--- src/hw/rtl/bresenham_line_raster_defines.svh ---
// Assertion macros for the line rasterizer
`ifndef BRESENHAM_LINE_RASTER_DEFINES_SVH
`define BRESENHAM_LINE_RASTER_DEFINES_SVH

`ifndef SYNTHESIS
`define BLR_ASSERT(label, clk, rst_n, prop) \
	label: assert property (@(posedge clk) disable iff (!rst_n) prop) \
		else $error("bresenham_line_raster assertion failed");
`define BLR_ASSERT_IMPLY(label, clk, rst_n, ante, cons) \
	`BLR_ASSERT(label, clk, rst_n, (ante) |-> (cons))
`define BLR_ASSERT_NEXT(label, clk, rst_n, ante, cons) \
	`BLR_ASSERT(label, clk, rst_n, (ante) |=> (cons))
`else
`define BLR_ASSERT(label, clk, rst_n, prop)
`define BLR_ASSERT_IMPLY(label, clk, rst_n, ante, cons)
`define BLR_ASSERT_NEXT(label, clk, rst_n, ante, cons)
`endif

`endif

--- src/hw/rtl/blr_pkg.sv ---
// Shared types and codes of the line rasterizer
`default_nettype none

package blr_pkg;

	localparam int unsigned COLOUR_BITS = 16;

	typedef logic [COLOUR_BITS-1:0] colour_t;

	// command codes carried in the action field
	typedef enum logic {
		ACT_START   = 1'b0,
		ACT_ADVANCE = 1'b1
	} action_t;

endpackage

`default_nettype wire

--- src/hw/rtl/blr_if.sv ---
// Command and pixel channel interfaces of the line rasterizer
`default_nettype none

interface blr_cmd_if #(
	parameter int unsigned COORD_BITS = 8
);
	import blr_pkg::*;

	logic                  valid;
	logic                  ready;
	action_t               action;
	logic [COORD_BITS-1:0] start_x;
	logic [COORD_BITS-1:0] start_y;
	logic [COORD_BITS-1:0] end_x;
	logic [COORD_BITS-1:0] end_y;
	colour_t               colour;

	modport source (
		output valid, action, start_x, start_y, end_x, end_y, colour,
		input  ready
	);
	modport sink (
		input  valid, action, start_x, start_y, end_x, end_y, colour,
		output ready
	);
endinterface

interface blr_pix_if #(
	parameter int unsigned COORD_BITS = 8
);
	import blr_pkg::*;

	logic                  valid;
	logic                  ready;
	logic [COORD_BITS-1:0] pixel_x;
	logic [COORD_BITS-1:0] pixel_y;
	colour_t               pixel_colour;
	logic                  last_pixel;

	modport source (
		output valid, pixel_x, pixel_y, pixel_colour, last_pixel,
		input  ready
	);
	modport sink (
		input  valid, pixel_x, pixel_y, pixel_colour, last_pixel,
		output ready
	);
endinterface

`default_nettype wire

--- src/hw/rtl/bresenham_line_raster.sv ---
// Top level of the Bresenham line rasterizer
// A pixel appears on the pix channel in the cycle after its cmd beat is accepted.
// Throughput: one cmd beat and one pixel per cycle while the pix channel takes the pixels; the step loop is a single
// register stage (error add/compare and cursor increment) closing on itself.
// A start beat emits the first pixel; each advance beat on a live line emits the next one.
// Reset (arst_n low, asynchronous) drops any line in progress and empties the output register.
`default_nettype none

module bresenham_line_raster #(
	parameter int unsigned COORD_BITS = 8
) (
	input wire logic clk,
	input wire logic arst_n,
	blr_cmd_if.sink  cmd,
	blr_pix_if.source pix
);
	import blr_pkg::*;

	`include "bresenham_line_raster_defines.svh"

	localparam int unsigned CW = COORD_BITS;
	localparam int unsigned EW = COORD_BITS + 3;

	// line state
	logic                 line_active_q;
	logic [CW-1:0]        cursor_x_q;
	logic [CW-1:0]        cursor_y_q;
	logic signed [EW-1:0] error_term_q;
	logic [CW:0]          pixels_left_q;
	logic                 x_decrements_q;
	logic                 y_decrements_q;
	logic                 x_is_major_q;
	logic [CW:0]          major_delta_twice_q;
	logic [CW:0]          minor_delta_twice_q;
	colour_t              line_colour_q;

	// output register
	logic                 res_valid_q;
	logic [CW-1:0]        res_x_q;
	logic [CW-1:0]        res_y_q;
	colour_t              res_colour_q;
	logic                 res_last_q;

	// setup results for a start beat
	logic                 su_x_dec;
	logic                 su_y_dec;
	logic                 su_x_major;
	logic [CW:0]          su_maj2;
	logic [CW:0]          su_min2;
	logic signed [EW-1:0] su_err;
	logic [CW:0]          su_count;

	// operands of the step: fresh setup on start, stored line otherwise
	logic                 is_start;
	logic                 cmd_fire;
	logic                 emit;
	logic [CW-1:0]        op_x;
	logic [CW-1:0]        op_y;
	logic signed [EW-1:0] op_err;
	logic [CW:0]          op_count;
	logic                 op_x_dec;
	logic                 op_y_dec;
	logic                 op_x_major;
	logic [CW:0]          op_maj2;
	logic [CW:0]          op_min2;
	colour_t              op_colour;

	// step results
	logic                 err_nonneg;
	logic signed [EW-1:0] err_after_minor;
	logic signed [EW-1:0] nxt_err;
	logic                 step_x;
	logic                 step_y;
	logic [CW-1:0]        nxt_x;
	logic [CW-1:0]        nxt_y;
	logic [CW:0]          nxt_count;
	logic                 last;

	blr_setup #(
		.COORD_BITS(COORD_BITS)
	) u_setup (
		.start_x          (cmd.start_x),
		.start_y          (cmd.start_y),
		.end_x            (cmd.end_x),
		.end_y            (cmd.end_y),
		.x_decrements     (su_x_dec),
		.y_decrements     (su_y_dec),
		.x_is_major       (su_x_major),
		.major_delta_twice(su_maj2),
		.minor_delta_twice(su_min2),
		.error_init       (su_err),
		.pixels_init      (su_count)
	);

	// the output register frees up in the same cycle its pixel is taken
	assign cmd.ready = !res_valid_q || pix.ready;
	assign cmd_fire  = cmd.valid && cmd.ready;
	assign is_start  = cmd.action == ACT_START;
	// an advance while idle is swallowed without a pixel
	assign emit      = cmd_fire && (is_start || line_active_q);

	always_comb begin
		if (is_start) begin
			op_x       = cmd.start_x;
			op_y       = cmd.start_y;
			op_err     = su_err;
			op_count   = su_count;
			op_x_dec   = su_x_dec;
			op_y_dec   = su_y_dec;
			op_x_major = su_x_major;
			op_maj2    = su_maj2;
			op_min2    = su_min2;
			op_colour  = cmd.colour;
		end else begin
			op_x       = cursor_x_q;
			op_y       = cursor_y_q;
			op_err     = error_term_q;
			op_count   = pixels_left_q;
			op_x_dec   = x_decrements_q;
			op_y_dec   = y_decrements_q;
			op_x_major = x_is_major_q;
			op_maj2    = major_delta_twice_q;
			op_min2    = minor_delta_twice_q;
			op_colour  = line_colour_q;
		end
	end

	always_comb begin
		// non-negative error: pay back one major span and move the minor axis too
		err_nonneg      = !op_err[EW-1];
		err_after_minor = err_nonneg ? (op_err - $signed({2'b00, op_maj2})) : op_err;
		nxt_err         = err_after_minor + $signed({2'b00, op_min2});
		step_x          = op_x_major || err_nonneg;
		step_y          = !op_x_major || err_nonneg;
		nxt_x           = step_x ? (op_x_dec ? op_x - 1'b1 : op_x + 1'b1) : op_x;
		nxt_y           = step_y ? (op_y_dec ? op_y - 1'b1 : op_y + 1'b1) : op_y;
		nxt_count       = (op_count != '0) ? op_count - 1'b1 : op_count;
		last            = nxt_count == '0;
	end

	always_ff @(posedge clk or negedge arst_n) begin
		if (!arst_n) begin
			line_active_q       <= 1'b0;
			cursor_x_q          <= '0;
			cursor_y_q          <= '0;
			error_term_q        <= '0;
			pixels_left_q       <= '0;
			x_decrements_q      <= 1'b0;
			y_decrements_q      <= 1'b0;
			x_is_major_q        <= 1'b0;
			major_delta_twice_q <= '0;
			minor_delta_twice_q <= '0;
			line_colour_q       <= '0;
		end else if (emit) begin
			line_active_q       <= !last;
			cursor_x_q          <= nxt_x;
			cursor_y_q          <= nxt_y;
			error_term_q        <= nxt_err;
			pixels_left_q       <= nxt_count;
			x_decrements_q      <= op_x_dec;
			y_decrements_q      <= op_y_dec;
			x_is_major_q        <= op_x_major;
			major_delta_twice_q <= op_maj2;
			minor_delta_twice_q <= op_min2;
			line_colour_q       <= op_colour;
		end
	end

	always_ff @(posedge clk or negedge arst_n) begin
		if (!arst_n) begin
			res_valid_q <= 1'b0;
		end else if (emit) begin
			res_valid_q <= 1'b1;
		end else if (pix.ready) begin
			res_valid_q <= 1'b0;
		end
	end

	// pixel payload: the cursor before this step
	always_ff @(posedge clk) begin
		if (emit) begin
			res_x_q      <= op_x;
			res_y_q      <= op_y;
			res_colour_q <= op_colour;
			res_last_q   <= last;
		end
	end

	assign pix.valid        = res_valid_q;
	assign pix.pixel_x      = res_x_q;
	assign pix.pixel_y      = res_y_q;
	assign pix.pixel_colour = res_colour_q;
	assign pix.last_pixel   = res_last_q;

	// a line is live exactly while pixels remain
	`BLR_ASSERT(a_active_count, clk, arst_n, line_active_q == (pixels_left_q != '0))
	// the major span never falls below the minor one
	`BLR_ASSERT(a_major_ge_minor, clk, arst_n, major_delta_twice_q >= minor_delta_twice_q)
	// a start, or an advance on a live line, always yields a pixel
	`BLR_ASSERT_NEXT(a_emit_pixel, clk, arst_n,
		cmd.valid && cmd.ready && (cmd.action == ACT_START || line_active_q), pix.valid)
	// an advance while idle yields nothing once the old pixel has drained
	`BLR_ASSERT_NEXT(a_idle_silent, clk, arst_n,
		cmd.valid && cmd.ready && cmd.action == ACT_ADVANCE && !line_active_q && pix.ready,
		!pix.valid)

endmodule

`default_nettype wire

--- src/hw/rtl/blr_setup.sv ---
// Line setup: directions, major axis, doubled deltas, initial error and pixel count
`default_nettype none

module blr_setup #(
	parameter int unsigned COORD_BITS = 8
) (
	input  wire logic [COORD_BITS-1:0]        start_x,
	input  wire logic [COORD_BITS-1:0]        start_y,
	input  wire logic [COORD_BITS-1:0]        end_x,
	input  wire logic [COORD_BITS-1:0]        end_y,
	output      logic                         x_decrements,
	output      logic                         y_decrements,
	output      logic                         x_is_major,
	output      logic [COORD_BITS:0]          major_delta_twice,
	output      logic [COORD_BITS:0]          minor_delta_twice,
	output      logic signed [COORD_BITS+2:0] error_init,
	output      logic [COORD_BITS:0]          pixels_init
);

	logic [COORD_BITS-1:0] adx;
	logic [COORD_BITS-1:0] ady;
	logic [COORD_BITS-1:0] major;
	logic [COORD_BITS-1:0] minor;

	always_comb begin
		x_decrements = end_x < start_x;
		y_decrements = end_y < start_y;
		adx = x_decrements ? (start_x - end_x) : (end_x - start_x);
		ady = y_decrements ? (start_y - end_y) : (end_y - start_y);
		// ties step along y
		x_is_major = adx > ady;
		major = x_is_major ? adx : ady;
		minor = x_is_major ? ady : adx;
		major_delta_twice = {major, 1'b0};
		minor_delta_twice = {minor, 1'b0};
		error_init = $signed({2'b00, minor_delta_twice}) - $signed({3'b000, major});
		pixels_init = {1'b0, major} + {{COORD_BITS{1'b0}}, 1'b1};
	end

endmodule

`default_nettype wire
--- src/flat_wrapper.sv ---
// flat-port wrapper written by rule: the top's interface ports become plain ports
module bresenham_line_raster_flat import blr_pkg::*;
#(
	parameter int unsigned COORD_BITS = 8
)
  (clk, arst_n, cmd_valid, cmd_action, cmd_start_x, cmd_start_y, cmd_end_x, cmd_end_y, cmd_colour, cmd_ready, pix_valid, pix_pixel_x, pix_pixel_y, pix_pixel_colour, pix_last_pixel, pix_ready);
  blr_cmd_if #(.COORD_BITS(COORD_BITS)) cmd_i ();
  blr_pix_if #(.COORD_BITS(COORD_BITS)) pix_i ();
  input wire logic clk;
  input wire logic arst_n;
  input wire logic [$bits(cmd_i.valid)-1:0] cmd_valid;
  input wire logic [$bits(cmd_i.action)-1:0] cmd_action;
  input wire logic [$bits(cmd_i.start_x)-1:0] cmd_start_x;
  input wire logic [$bits(cmd_i.start_y)-1:0] cmd_start_y;
  input wire logic [$bits(cmd_i.end_x)-1:0] cmd_end_x;
  input wire logic [$bits(cmd_i.end_y)-1:0] cmd_end_y;
  input wire logic [$bits(cmd_i.colour)-1:0] cmd_colour;
  output wire logic [$bits(cmd_i.ready)-1:0] cmd_ready;
  output wire logic [$bits(pix_i.valid)-1:0] pix_valid;
  output wire logic [$bits(pix_i.pixel_x)-1:0] pix_pixel_x;
  output wire logic [$bits(pix_i.pixel_y)-1:0] pix_pixel_y;
  output wire logic [$bits(pix_i.pixel_colour)-1:0] pix_pixel_colour;
  output wire logic [$bits(pix_i.last_pixel)-1:0] pix_last_pixel;
  input wire logic [$bits(pix_i.ready)-1:0] pix_ready;
  assign cmd_i.valid = cmd_valid;
  assign cmd_i.action = cmd_action;
  assign cmd_i.start_x = cmd_start_x;
  assign cmd_i.start_y = cmd_start_y;
  assign cmd_i.end_x = cmd_end_x;
  assign cmd_i.end_y = cmd_end_y;
  assign cmd_i.colour = cmd_colour;
  assign cmd_ready = cmd_i.ready;
  assign pix_valid = pix_i.valid;
  assign pix_pixel_x = pix_i.pixel_x;
  assign pix_pixel_y = pix_i.pixel_y;
  assign pix_pixel_colour = pix_i.pixel_colour;
  assign pix_last_pixel = pix_i.last_pixel;
  assign pix_i.ready = pix_ready;
  bresenham_line_raster #(.COORD_BITS(COORD_BITS)) u_core (.clk(clk), .arst_n(arst_n), .cmd(cmd_i), .pix(pix_i));
endmodule
--- config.mk ---
export PLATFORM = sky130hd
export DESIGN_NAME = bresenham_line_raster_flat
export DESIGN_NICKNAME = d
export VERILOG_FILES = /design/src/hw/rtl/blr_pkg.sv /design/src/hw/rtl/blr_if.sv /design/src/hw/rtl/bresenham_line_raster.sv /design/src/hw/rtl/blr_setup.sv /design/src/flat_wrapper.sv
export VERILOG_INCLUDE_DIRS = /design/src /design/src/hw/rtl
export SDC_FILE = /design/constraint.sdc
export NUM_CORES = 1
export LEC_CHECK = 0
export BUFFER_PORTS_ARGS = -buffer_cell sky130_fd_sc_hd__clkbuf_2
export CAP_MARGIN = 0
export CELL_PAD_IN_SITES_DETAIL_PLACEMENT = 0
export CELL_PAD_IN_SITES_GLOBAL_PLACEMENT = 1
export CORE_UTILIZATION = 51
export DETAILED_ROUTE_END_ITERATION = 16
export PLACE_DENSITY_LB_ADDON = 0.15
export SYNTH_ARGS = -nofsm -noshare
export SYNTH_HDL_FRONTEND = slang
export SYNTH_SLANG_ARGS = --single-unit
--- constraint.sdc ---
create_clock -name clk -period 7.9 [get_ports clk]
set_clock_uncertainty 0.05 [all_clocks]
set_input_delay 1.975 -clock clk [delete_from_list [all_inputs] [get_ports clk]]
set_output_delay 1.975 -clock clk [all_outputs]
set_load 0.1 [all_outputs]
**Word level (Yosys, flattened, before mapping)**

Cells that the tools add are included.
W data, S select, Z words.

- Reduce and logical (&&, ||, !) cells: 13
- Bitwise operators: 1
- $add $sub $neg: 13
- Order comparisons: 3
- Multiplexer cells: 22

Operators by type and width:

| kind | number |
|---|---|
| $mux W8 | 10 |
| $mux W9 | 4 |
| $sub A8 B8 Y8 | 4 |
| $mux W11 | 2 |
| $add A8 B1 Y8 const B | 2 |
| $lt A8 B8 Y1 | 2 |
| $mux W16 | 1 |
| $sub A8 B1 Y8 const B | 2 |
| $add A11 B10 Y11 | 1 |
| $sub A11 B10 Y11 | 1 |
| $sub A9 B8 Y10 | 1 |
| $add A8 B1 Y9 const B | 1 |
| $logic_not A9 Y1 | 1 |
| $reduce_bool A9 Y1 | 1 |
| $sub A9 B1 Y9 const B | 1 |
| $gt A8 B8 Y1 | 1 |
| $mux W1 | 5 |
| $logic_not A1 Y1 | 4 |
| $logic_or A1 B1 Y1 | 4 |
| $logic_and A1 B1 Y1 | 2 |
| $reduce_bool A2 Y1 | 1 |
| $not A1 Y1 | 1 |

- Register bits after elaboration: 108
- Logic and storage cells: 68
- Output and inout port bits: 35

**Longest topological paths before layout**

- Depth after elaboration: 10
- Gate-level depth with buffers: 45
- Gate-level depth less buffers: 41

**By module**

From an unflattened synthesis, not the netlist that was laid out.

- Cells, all modules: 930
- Area, all modules: 8949.8 µm²

Modules (own cells, without submodules):

| module | area an instance (µm²) | instances | cells each |
|---|---|---|---|
| bresenham_line_raster | 6583.8 | 1 | 610 |
| blr_setup | 2366.0 | 1 | 320 |

**Worst setup path before layout**

Ideal clock, no wire load.

- Path kind: input -> register
- From: input cmd_end_y[0]
- To: register u_core.error_term_q[10]
- Setup time: 0.095 ns
- Data arrival time: 9.458 ns
- Setup slack: -1.704 ns
- Buffers on the path: 4
- Stages on the path: 42
- Cells stage by stage: inv_1 ha_1 inv_1 fa_1 nand3_1 a21oi_1 a2111oi_2 o32a_2 xor2_1 ha_1 a21o_1 a21o_1 a21oi_1 nand2_1 a211o_1 nand2_1 buf_2 clkbuf_1 [6 not listed] buf_6 buf_4 mux2i_1 ha_1 inv_1 fa_1 inv_1 a21oi_1 o21ai_0 and2_1 o21ai_0 nand2b_1 a21o_1 a21o_1 a21oi_1 or3_1 and3_1 o31ai_1

- Cells in the longest elaborated chain, start to end: 9
- Elaborated cells between the ends (all ways): 14
- Those cells by class: 5 x add/sub; 2 x order compare; 7 x mux

RTL lines:

| element | line | text |
|---|---|---|
| from (decl) | flat_wrapper.sv:16 | `input wire logic [$bits(cmd_i.end_y)-1:0] cmd_end_y;` |
| $sub A8 B8 Y8 or $lt A8 B8 Y1 (tied branches) | blr_setup.sv:29, blr_setup.sv:27 |  |
| $mux W8 * | blr_setup.sv:29 | `ady = y_decrements ? (start_y - end_y) : (end_y - start_y);` |
| $gt A8 B8 Y1 | blr_setup.sv:31 | `x_is_major = adx > ady;` |
| $mux W8, on equally long branches | blr_setup.sv:32, blr_setup.sv:33 |  |
| $sub A9 B8 Y10 | blr_setup.sv:36 | `error_init = $signed({2'b00, minor_delta_twice}) - $signed({3'b000, major});` |
| $mux W11 | bresenham_line_raster.sv:103 | `if (is_start) begin` |
| $sub A11 B10 Y11 | bresenham_line_raster.sv:131 | `err_after_minor = err_nonneg ? (op_err - $signed({2'b00, op_maj2})) : op_err;` |
| $mux W11 | bresenham_line_raster.sv:131 |  |
| $add A11 B10 Y11 * | bresenham_line_raster.sv:132 | `nxt_err = err_after_minor + $signed({2'b00, op_min2});` |
| to (signal assigned) | bresenham_line_raster.sv:158 | `error_term_q <= nxt_err;` |
| to (decl) | bresenham_line_raster.sv:28 | `logic signed [EW-1:0] error_term_q;` |

Mark *: on every way between the ends. The rest lies on a longest branch, timed or not.
A chain may end at the register's enable or synchronous reset.

**Worst setup path after layout**

- From: input cmd_end_y[5]
- To: register u_core.error_term_q[10]

Same word-level chain as after synthesis.

==> impl_metrics.env <==
export IMPL_setup_violations=5
export IMPL_crit_required_ps=8130
export IMPL_p_per_area_nw_per_um2=523
export IMPL_antenna_found_initial=0
export IMPL_slew_viol_final=0
export IMPL_core_um2=18000
export IMPL_num_vias=8874
export IMPL_crit_fanout=4
export IMPL_rr_worst_depth=18
export IMPL_globalplace_congestion=0.921
export IMPL_crit_arrival_ps=8940
export IMPL_clockRootBuffer="clkbuf_16"
export IMPL_clkSinkCount=108
export IMPL_insertion_delay_ps=370
export IMPL_slowest_delay_ps=390
export IMPL_clkTransAtPathRegs_ps=90
export IMPL_final_design_area_no_fill_um2=12900
export IMPL_hpwl_mm=19.8
export IMPL_synth_edf_count=33
export IMPL_final_hold_violation_count=0
export IMPL_synth_seq_cells=108
export IMPL_grt_use_total=0.292
export IMPL_grt_use_met1=0.390
export IMPL_critPathMostFrequentCell="ha_4"
export IMPL_relSlewSlack=0.350
export IMPL_r2r_setup_slack_ps=4100
export IMPL_pre_cts_ws_ps=-1310
export IMPL_p_leak_nw=5.93
export IMPL_synthTopCellsByCount="122 x nand2_1, 83 x o21ai_0, 75 x dfrtp_1, 74 x ha_1, 74 x inv_1"
export IMPL_seqCellArea_um2=2870
export IMPL_critPathKind="input port to flip-flop"
export IMPL_ys_seq_area_frac=0.308
export IMPL_final_period_utilization=1.10
export IMPL_antennaDiodeCount=0
export IMPL_cts_hold_buf=0
export IMPL_layoutNonFillerInstCount=1586
export IMPL_cts_tree="built"
export IMPL_nets=1487
export IMPL_die_area_um2=18800
export IMPL_synth_area_top_cells="dfrtp_1 20%, edfxtp_1 11%, ha_1 9.9%, mux2_2 5.2%, nand2_1 4.9%"
export IMPL_synth_top_area_share=0.201
export IMPL_die_x_um=137
export IMPL_multiInputGateArea_um2=6620
export IMPL_synth_distinct_cells=101
export IMPL_viasPerCell=5.60
export IMPL_drt_antenna_violating_nets=0
export IMPL_top_usage_layer="met2"
export IMPL_worstSetupStartpoint="cmd_end_y[5]"
export IMPL_dr_pass1_iters=5
export IMPL_synthFlopType="dfrtp_1"
export IMPL_tns_ps=-2590
export IMPL_synthMostInstantiatedCell="nand2_1"
export IMPL_rsz0062_at_grt="true"
export IMPL_grt_pass1_wl_mm=42.5
export IMPL_cap_violations=0
export IMPL_htree_levels=3
export IMPL_start_util=0.519
export IMPL_final_layout_size_suffix_gt1_frac=0.411
export IMPL_worst_path_max_delay_cell="a2111oi_4"
export IMPL_violations="negative setup slack"
export IMPL_wirelength_mm=26.8
export IMPL_startpoint_type="input port"
export IMPL_vdd_drop_max_mv=0.503
export IMPL_r2r_start="u_core.major_delta_twice_q[1]"
export IMPL_drt_wirelength_per_cell_um=16.9
export IMPL_syn_num_nets=1171
export IMPL_outcome="finished with violations"
export IMPL_ios=88
export IMPL_setup_slack_ps=-810
export IMPL_ys_warn_count=0
export IMPL_grt_use_met3=0.0386
export IMPL_power_mw=6.73
export IMPL_endpoint="u_core.error_term_q[10]"
export IMPL_fin_util=0.717
export IMPL_drt_initial_drc_count=650
export IMPL_synth_area_leader_cell="dfrtp_1"
export IMPL_hold_path_class="flip-flop to flip-flop"
export IMPL_netlist_area_um2=9320
export IMPL_synthArstFlopShare=0.694
export IMPL_port_buffers=87
export IMPL_place_inst=1536
export IMPL_die_y_um=137
export IMPL_drcViolationCount=0
export IMPL_reg2reg_to="u_core.error_term_q[10]"
export IMPL_crit_path_end_kind="flip-flop"
export IMPL_dpl_cell_area_um2=11900
export IMPL_grt_overflow=0
export IMPL_use_met2=0.495
export IMPL_cts_buffers=9
export IMPL_timing_fmax_mhz=115
export IMPL_min_period_ps=8710
export IMPL_whs_ps=432
export IMPL_syn_avg_cell_area_um2=9.00
export IMPL_grt_max_degree=75
export IMPL_tightest_slew_ps=975
export IMPL_syn2layout_area_growth_pct=38.1
export IMPL_grt_pass1_vias=8505
export IMPL_max_clock_path_buffers=2
export IMPL_syn_instance_count=1036
export IMPL_fillers=1395
export IMPL_rows=49
worst max-delay path: cells and delay by family:
family          cells  cell delay, ps
compound gates     19            3430
fa+ha+maj           5            1400
simple gates        6             970
buf+inv             5             550
xor+xnor            2             330
mux                 1             270
sequential cells by signal, indices dropped and copies added, names as in the netlist:
signal	count
u_core.x_decrements_q	1
u_core.pix.pixel_y	8
u_core.y_decrements_q	1
u_core.cursor_y_q	8
u_core.pix.valid	1
u_core.x_is_major_q	1
u_core.pixels_left_q	9
u_core.pix.last_pixel	1
u_core.line_active_q	1
u_core.line_colour_q	16
u_core.pix.pixel_colour	16
u_core.error_term_q	11
u_core.major_delta_twice_q	9
u_core.minor_delta_twice_q	9
u_core.cursor_x_q	8
u_core.pix.pixel_x	8
per-layer routing:
metal | part of all wire | wire (um)
met5 | 0 | 0
met3 | 0.050 | 1340
met2 | 0.49 | 13100
met1 | 0.44 | 11900
met4 | 0.017 | 467
cell type report:
cell class	instances	area share
multi-input cells	803	0.514
flip-flops and latches	108	0.223
repair buffers	352	0.193
inverters	78	0.0237
well taps	229	0.0223
clock buffers	9	0.0175
clock inverters	7	0.00690
power by group:
part | switching (mW) | leakage [nW] | internal [mW]
combinational | 2.61 | 4.55 | 2.73
clock | 0.260 | 0.152 | 0.229
sequential | 0.105 | 1.22 | 0.803
cell usage in the layout, fill, tap and decap left out, types with 12 or more instances in the layout:
| cell | Yosys | final |
|---|---|---|
| buf_4 | 5 | 263 |
| nand2_1 | 122 | 118 |
| clkbuf_2 | 1 | 83 |
| dfrtp_1 | 75 | 75 |
| inv_1 | 74 | 64 |
| o21ai_0 | 83 | 64 |
| ha_1 | 74 | 59 |
| nor2_1 | 52 | 50 |
| mux2_2 | 43 | 43 |
| a21oi_1 | 57 | 41 |
| edfxtp_1 | 33 | 33 |
| mux2i_1 | 31 | 28 |
| xnor2_1 | 29 | 27 |
| o21ai_1 | 8 | 18 |
| a21o_1 | 18 | 17 |
| xor2_1 | 19 | 17 |
| nand2b_1 | 17 | 16 |
| nand3_1 | 17 | 14 |
| ha_4 | 0 | 13 |
| a21oi_2 | 4 | 12 |
| inv_2 | 3 | 12 |
timing repair:
action,4_1_cts,5_1_grt
cloned,0,0
pin swaps,52,32
endpoints found under the setup margin,6,13
resized for setup,41,31
endpoints found under the hold margin,0,0
buffers inserted,21,13
logic make-up after synthesis:
logic type | count (synthesis) | share of synthesized area
fa+ha+maj | 83 | 0.118
flops | 108 | 0.308
simple gates | 280 | 0.146
mux | 75 | 0.0867
compound gates | 317 | 0.240
buf+inv | 125 | 0.0573
xor+xnor | 48 | 0.0451
how the worst min path moves through the flow:
| stage | startpoint | to | slack, ps | cells past startpoint |
|---|---|---|---|---|
| 3_5_place_dp | u_core.minor_delta_twice_q[4] | u_core.minor_delta_twice_q[4] | 410 | 2 |
| 4_1_cts | u_core.minor_delta_twice_q[4] | u_core.minor_delta_twice_q[4] | 440 | 2 |
| 6_report | u_core.minor_delta_twice_q[4] | u_core.minor_delta_twice_q[4] | 430 | 2 |
| 3_3_place_gp | u_core.minor_delta_twice_q[2] | u_core.minor_delta_twice_q[2] | 410 | 2 |
| 2_1_floorplan | u_core.minor_delta_twice_q[6] | u_core.minor_delta_twice_q[6] | 390 | 2 |
| 5_1_grt | u_core.minor_delta_twice_q[7] | u_core.minor_delta_twice_q[7] | 460 | 2 |
(Power assumes the default switching activity.)
